<file path="config.mk">
export PLATFORM = sky130hd
export DESIGN_NAME = suspicious_key_event_tracker
export DESIGN_NICKNAME = d
export VERILOG_FILES = /design/src/hdl/sket_pkg.sv /design/src/hdl/suspicious_key_event_tracker.sv
export SDC_FILE = /design/constraint.sdc
export NUM_CORES = 2
export LEC_CHECK = 0
export ABC_AREA = 1
export BUFFER_PORTS_ARGS = -buffer_cell sky130_fd_sc_hd__buf_2
export CORE_MARGIN = 5
export CORE_UTILIZATION = 45
export DETAILED_ROUTE_END_ITERATION = 7
export GPL_TIMING_DRIVEN = 1
export HOLD_SLACK_MARGIN = 0.1
export PLACE_DENSITY = 0.6
export SYNTH_ARGS = -nofsm -noshare
export SYNTH_HDL_FRONTEND = slang
export SYNTH_SLANG_ARGS = --single-unit
</file>
<file path="constraint.sdc">
create_clock -name clk -period 12.2 [get_ports clk]
set_input_delay 0.61 -clock clk [delete_from_list [all_inputs] [get_ports clk]]
set_output_delay 0.61 -clock clk [all_outputs]
set_load 0.01 [all_outputs]
</file>
<file path="src/hdl/sket_pkg.sv">
package sket_pkg;

  localparam int unsigned KEY_W    = 64;
  localparam int unsigned TIME_W   = 48;
  localparam int unsigned GAP_W    = 16;
  localparam int unsigned CNT_W    = 8;
  localparam int unsigned SLOT_W   = 5;
  localparam int unsigned CFG_IDX_W  = 1;
  localparam int unsigned CFG_DATA_W = 16;

  localparam logic [GAP_W-1:0] GAP_RESET   = 16'd400;
  localparam logic [CNT_W-1:0] LIMIT_RESET = 8'd4;
  localparam logic [CNT_W-1:0] CNT_MAX     = 8'd255;
  localparam logic [CNT_W-1:0] CNT_INIT    = 8'd1;

  typedef enum logic [CFG_IDX_W-1:0] {
    CFG_MIN_GAP = 1'b0,
    CFG_LIMIT   = 1'b1
  } cfg_idx_t;

  typedef enum logic [2:0] {
    ACT_NO_ENTRY = 3'd0,
    ACT_INSERTED = 3'd1,
    ACT_CLEARED  = 3'd2,
    ACT_ALERTED  = 3'd3,
    ACT_COUNTED  = 3'd4,
    ACT_ALERT    = 3'd5
  } action_t;

  typedef struct packed {
    logic [TIME_W-1:0] stamp;
    logic [CNT_W-1:0]  count;
  } meta_t;

endpackage

</file>
<file path="src/hdl/suspicious_key_event_tracker.sv">
// Tracks keys reported missing across events and raises a one-time alert per
// key. Each beat accepted on start (while busy is low) scans the key table
// one slot per clock through the key memory's single read port, up to the
// first match or the last filled slot, then updates in ST_HIT or ST_MISS
// before busy falls; an empty table goes straight to ST_MISS. The result
// appears on the out_ ports for exactly one cycle with out_valid high, in
// the first cycle that busy is low; the receiver cannot stall it, and a new
// event may be started in that same cycle. Configuration must be written
// through cfg_we/cfg_index/cfg_data only while the block is idle; the block
// itself does not enforce this.
module suspicious_key_event_tracker #(
  parameter int unsigned TABLE_ENTRIES = 32
) (
  input  logic                                clk,
  input  logic                                rst_n,
  input  logic                                start,
  output logic                                busy,
  input  logic [sket_pkg::KEY_W-1:0]          in_process_key,
  input  logic                                in_found,
  input  logic [sket_pkg::TIME_W-1:0]         in_now_ms,
  input  logic                                cfg_we,
  input  logic [sket_pkg::CFG_IDX_W-1:0]      cfg_index,
  input  logic [sket_pkg::CFG_DATA_W-1:0]     cfg_data,
  output logic                                out_valid,
  output logic [2:0]                          out_action,
  output logic                                out_alert,
  output logic                                out_hit,
  output logic [sket_pkg::SLOT_W-1:0]         out_slot,
  output logic                                out_visible_after_alert
);
  import sket_pkg::*;

  localparam int unsigned IDX_W  = (TABLE_ENTRIES > 1) ? $clog2(TABLE_ENTRIES) : 1;
  localparam int unsigned FILL_W = $clog2(TABLE_ENTRIES + 1);
  localparam logic [IDX_W-1:0]  IDX_LAST = IDX_W'(TABLE_ENTRIES - 1);
  localparam logic [FILL_W-1:0] FILL_MAX = FILL_W'(TABLE_ENTRIES);

  typedef enum logic [1:0] {
    ST_IDLE,
    ST_SCAN,
    ST_HIT,
    ST_MISS
  } state_t;

  logic [KEY_W-1:0] key_mem [TABLE_ENTRIES];
  meta_t            meta_mem [TABLE_ENTRIES];

  state_t            state_r;
  logic [GAP_W-1:0]  min_gap_r;
  logic [CNT_W-1:0]  limit_r;
  logic [FILL_W-1:0] fill_r;
  logic [IDX_W-1:0]  wptr_r;
  logic [IDX_W-1:0]  cmp_idx_r;
  logic [KEY_W-1:0]  key_r;
  logic              found_r;
  logic [TIME_W-1:0] now_r;
  logic [KEY_W-1:0]  key_q;
  meta_t             meta_q;

  logic              out_valid_r;
  action_t           out_action_r;
  logic              out_alert_r;
  logic              out_hit_r;
  logic [SLOT_W-1:0] out_slot_r;
  logic              out_vis_r;

  logic [IDX_W-1:0]  key_raddr;
  logic              key_we;
  logic [IDX_W-1:0]  key_waddr;
  logic [KEY_W-1:0]  key_wdata;
  logic              meta_we;
  logic [IDX_W-1:0]  meta_waddr;
  meta_t             meta_wdata;

  logic              match;
  logic              scan_last;
  logic [TIME_W-1:0] gap;
  logic              gap_ok;
  logic [CNT_W-1:0]  cnt_nxt;
  logic [31:0]       cmp_slot_ext;
  logic [31:0]       wptr_slot_ext;

  assign match        = (key_q == key_r);
  assign scan_last    = ((FILL_W'(cmp_idx_r) + 1'b1) == fill_r);
  assign gap          = now_r - meta_q.stamp;
  assign gap_ok       = (gap > TIME_W'(min_gap_r));
  assign cmp_slot_ext = 32'(cmp_idx_r);
  assign wptr_slot_ext = 32'(wptr_r);

  always_comb begin
    cnt_nxt = meta_q.count;
    if (gap_ok && (meta_q.count != CNT_MAX)) begin
      cnt_nxt = meta_q.count + 1'b1;
    end
  end

  assign key_raddr = (state_r == ST_IDLE) ? '0 : IDX_W'(cmp_idx_r + 1'b1);

  always_comb begin
    key_we     = 1'b0;
    key_waddr  = wptr_r;
    key_wdata  = key_r;
    meta_we    = 1'b0;
    meta_waddr = wptr_r;
    meta_wdata = '{stamp: now_r, count: CNT_INIT};
    case (state_r)
      ST_HIT: begin
        key_waddr  = cmp_idx_r;
        key_wdata  = '0;
        meta_waddr = cmp_idx_r;
        meta_wdata = '{stamp: now_r, count: cnt_nxt};
        if (found_r) begin
          key_we = 1'b1;
        end else if ((meta_q.count <= limit_r) && gap_ok) begin
          meta_we = 1'b1;
        end
      end
      ST_MISS: begin
        key_we  = !found_r;
        meta_we = !found_r;
      end
      default: begin
      end
    endcase
  end

  always_ff @(posedge clk) begin
    if (key_we) begin
      key_mem[key_waddr] <= key_wdata;
    end
    key_q <= key_mem[key_raddr];
  end

  always_ff @(posedge clk) begin
    if (meta_we) begin
      meta_mem[meta_waddr] <= meta_wdata;
    end
    meta_q <= meta_mem[cmp_idx_r];
  end

  always_ff @(posedge clk) begin
    if (!rst_n) begin
      min_gap_r <= GAP_RESET;
      limit_r   <= LIMIT_RESET;
    end else if (cfg_we) begin
      case (cfg_idx_t'(cfg_index))
        CFG_MIN_GAP: min_gap_r <= cfg_data;
        CFG_LIMIT:   limit_r   <= cfg_data[CNT_W-1:0];
        default: begin
        end
      endcase
    end
  end

  always_ff @(posedge clk) begin
    if (!rst_n) begin
      state_r     <= ST_IDLE;
      fill_r      <= '0;
      wptr_r      <= '0;
      cmp_idx_r   <= '0;
      out_valid_r <= 1'b0;
    end else begin
      out_valid_r <= 1'b0;
      case (state_r)
        ST_IDLE: begin
          if (start) begin
            key_r     <= in_process_key;
            found_r   <= in_found;
            now_r     <= in_now_ms;
            cmp_idx_r <= '0;
            state_r   <= (fill_r == '0) ? ST_MISS : ST_SCAN;
          end
        end
        ST_SCAN: begin
          // advance one slot a cycle until a match or the last filled slot
          if (match) begin
            state_r <= ST_HIT;
          end else if (scan_last) begin
            state_r <= ST_MISS;
          end else begin
            cmp_idx_r <= cmp_idx_r + 1'b1;
          end
        end
        ST_HIT: begin
          out_valid_r  <= 1'b1;
          out_hit_r    <= 1'b1;
          out_slot_r   <= cmp_slot_ext[SLOT_W-1:0];
          out_alert_r  <= 1'b0;
          out_vis_r    <= 1'b0;
          if (found_r) begin
            out_action_r <= ACT_CLEARED;
            out_vis_r    <= (meta_q.count > limit_r);
          end else if (meta_q.count > limit_r) begin
            out_action_r <= ACT_ALERTED;
          end else if (cnt_nxt > limit_r) begin
            out_action_r <= ACT_ALERT;
            out_alert_r  <= 1'b1;
          end else begin
            out_action_r <= ACT_COUNTED;
          end
          state_r <= ST_IDLE;
        end
        ST_MISS: begin
          out_valid_r <= 1'b1;
          out_hit_r   <= 1'b0;
          out_alert_r <= 1'b0;
          out_vis_r   <= 1'b0;
          if (found_r) begin
            out_action_r <= ACT_NO_ENTRY;
            out_slot_r   <= '0;
          end else begin
            out_action_r <= ACT_INSERTED;
            out_slot_r   <= wptr_slot_ext[SLOT_W-1:0];
            if (fill_r != FILL_MAX) begin
              fill_r <= fill_r + 1'b1;
            end
            wptr_r <= (wptr_r == IDX_LAST) ? '0 : IDX_W'(wptr_r + 1'b1);
          end
          state_r <= ST_IDLE;
        end
        default: begin
          state_r <= ST_IDLE;
        end
      endcase
    end
  end

  assign busy                    = (state_r != ST_IDLE);
  assign out_valid               = out_valid_r;
  assign out_action              = out_action_r;
  assign out_alert               = out_alert_r;
  assign out_hit                 = out_hit_r;
  assign out_slot                = out_slot_r;
  assign out_visible_after_alert = out_vis_r;

endmodule
</file>
==> impl_metrics.ini <==
[synthesis]
synth_seq_area_share_pct = 75.0
synth_fp_nets = 12700
synth_cells = 12400
yosys_most_used_dff = edfxtp_1
yosysUniqueCellTypes = 52
synth_area_leaders = edfxtp_1 (73%), o21ai_0 (6.6%), nor2_1 (5.7%)
avgSynthCellArea_um2 = 13.1
synth_edf_count = 3964
synth-seq-cells = 4127
yosys.area.top_type = edfxtp_1
syn-cell-area_um2 = 163000
yosys_warnings = 0
synth_top_cell_area_share_pct = 73.0
async_flop_share_pct = 0
synth_commonest_cells = edfxtp_1 (3,964), nor2_1 (2,483), o21ai_0 (2,141), clkbuf_1 (742), o22ai_1 (573)
synth_most_common_cell = edfxtp_1

[outcome]
status = finished, violations left
violations = DRC

[critical_path]
critPathCaptureType = register
critPathKind = reg2reg
worstPathMaxFanout = 45
crit_arrival_ns = 6.96
worstSetupStartpointType = register
required_ns = 12.70

[clock_network]
h-tree-depth = 5
numCtsBuffers = 418
worstSkewPairLatency_ns = 0.99
post-cts-setup-buffer-count = 0
clock-root-buffer = clkbuf_16
cts_tree = built
cts.sinks = 4127
cts_buffer_depth = 4
clk_pin_slew_ns = 0.06

[detailed_routing]
wl_um = 506000
ant_nets = 0
num_vias = 109000
firstDrtPassIters = 8
wl_per_cell_um = 28.5
drc = 2
drtIter0Drc = 15700
vias_per_cell = 6.12

[power_and_ir_drop]
internal_power_w = 0.0252
sw_frac_of_total_pct = 30.2
power_w = 0.0362
vdd_drop_max_v = 0.000179
power.leakage_nw = 60.0
p_comb_share_pct = 20.1
seq_power_share_pct = 45.1
p_sw_w = 0.0109
power_density_nw_per_um2 = 196
clock_power_share_pct = 34.8

[floorplan]
core-area_um2 = 362000
initial_core_util_pct = 45.1
boundaryPins = 147
die_area_um2 = 374000
rows = 221
die_x_um = 612
fp.dieH_um = 612

[timing]
rsz0062_at_grt = no
finalCriticalPeriod_ns = 6.46
timing.slew.headroom_pct = 17.7
fmax_mhz = 155
drv_slew = 0
fin_setup_tns_ns = 0
finalCritPeriodShare_pct = 53.0
finClkSkew_ns = 0.0796
setup_violations = 0
tightest_slew_ns = 1.23
finalHoldViolCount = 0
holdWs_ns = 0.192

[placement]
place_hpwl_um = 262000
gp_congestion = 0.853
port_buffers = 146
placed_cells = 16800

[grt]
grt_usage_pct = 26.2
grt_max_degree = 246
antenna_found_initial = 30
overflow = 0
grt_pass1_wl_um = 724000
grt_pass1_vias = 104000

[cells_and_area]
fill_cells = 30400
syn_to_final_growth_pct = 13.1
layout.nets = 12800
drive_gt1_share_pct = 9.15
finalNonFillerCells = 17800

[flow_run]
drv_cap = 0

[worst_hold_path]
hp-class = in2reg
==> registers in the layout, summed over array words and instances (netlist names), 2 cells and up <==
name and cells:
cmp_idx_r 5, fill_r 6, key_mem 2048, key_q 64
key_r 64, limit_r 8, meta_mem 1792, meta_q 56
min_gap_r 16, now_r 48, out_action 3, out_slot 5
state_r 2, wptr_r 5
==> cell families (layout without fill, tap and decap cells) <==
kind of cell,Yosys count,after routing,share of synthesized area [%]
AOI/OAI and AO/OA,3589,3589,12.9
xor gates and xnor gates,91,91,0.489
adders and majority gates,86,86,0.665
buffers and inverters,1216,1727,2.85
DFF,4127,4127,75.0
other,0,10,0
and+or+nand+nor,3332,3332,8.05
==> timing repair <==
| item | CTS | global route |
|---|---|---|
| hold buffers | 137 | 0 |
| endpoints found under the hold margin | 139 | 0 |
| gates resized for setup | 0 | 0 |
==> area by class of cell <==
type	count	area [µm²]	share of cell area (%)
flip-flops and latches	4127	122000	66.3
multi-input cells	7098	36600	19.9
clock buffers	571	11500	6.24
well taps	4794	6000	3.25
repair buffers	588	4600	2.50
clock inverters	194	1890	1.02
inverters	374	1470	0.798
diodes	10	25.0	0.0136
==> per-layer routing <==
metal	GRT usage (%)	vias to the layer above	wire length, µm
met3	4.85	860	53200
met4	7.27	10	14600
met2	40.0	6027	228000
met1	38.5	54800	211000
li1	-	46800	-
met5	0	-	69
==> path summary, 6_finish.rpt <==
path	startpoint	endpoint	slack (ns)	depth (start not counted)
setup / recovery	now_r[9]	meta_mem[16][22]	5.74	24
hold / removal	cfg_we	min_gap_r[4]	0.19	4
setup reg to reg	now_r[9]	meta_mem[16][22]	5.74	24
hold reg to reg	wptr_r[2]	wptr_r[2]	0.48	1
==> metrics by stage <==
step / utilization [%] / setup slack (ns) / instance area (µm²)
after global routing: 51.0 / 5.34 / 184000
after CTS: 51.0 / 5.65 / 184000
final: 51.0 / 5.74 / 184000
after global placement: 46.9 / 5.72 / 170000
after floorplan: - / 5.92 / 163000
after detailed placement: 46.9 / 5.71 / 170000
==> cells in the final DEF, fill, tap and decap left out, types with 146 or more instances in the layout <==
master / netlist / final
nand2_1: 512 / 512
buf_4: 1 / 288
clkbuf_16: 0 / 428
nor2_1: 2483 / 2413
inv_1: 362 / 358
dfxtp_1: 163 / 158
o221ai_1: 427 / 427
buf_2: 43 / 146
nand3_1: 201 / 201
o22ai_1: 573 / 573
o21ai_0: 2141 / 2141
edfxtp_1: 3964 / 3964
==> power groups by stage <==
stage	combinational (W)	sequential, W	clock (W)
after floorplan	0.00448	0.0165	0
after global routing	0.00790	0.0163	0.0133
after global placement	0.00701	0.0166	0
after CTS	0.00717	0.0163	0.0127
after detailed placement	0.00710	0.0166	0
final	0.00726	0.0163	0.0126
==> critical path, cell delays in order, from the launching register on <==
cell and delay [ns]:
edfxtp_1 1.13, ha_1 0.47, nand2_1 0.18, inv_1 0.07, a21oi_2 0.23, o21bai_2 0.10, inv_1 0.07, nand2_2 0.09
xor2_1 0.15, ha_1 0.30, nand2_1 0.08, nor3_1 0.30, nand3_1 0.13, nand2_1 0.09, nand2_1 0.06, nor2_2 0.11
nand3_1 0.07, nor2_1 0.10, nand3_1 0.09, nor2_2 0.14, nand3_4 0.20, a21oi_4 0.18, buf_4 0.79, nor2_4 0.25
buf_4 0.46
Power figures use the tool's default switching activity.
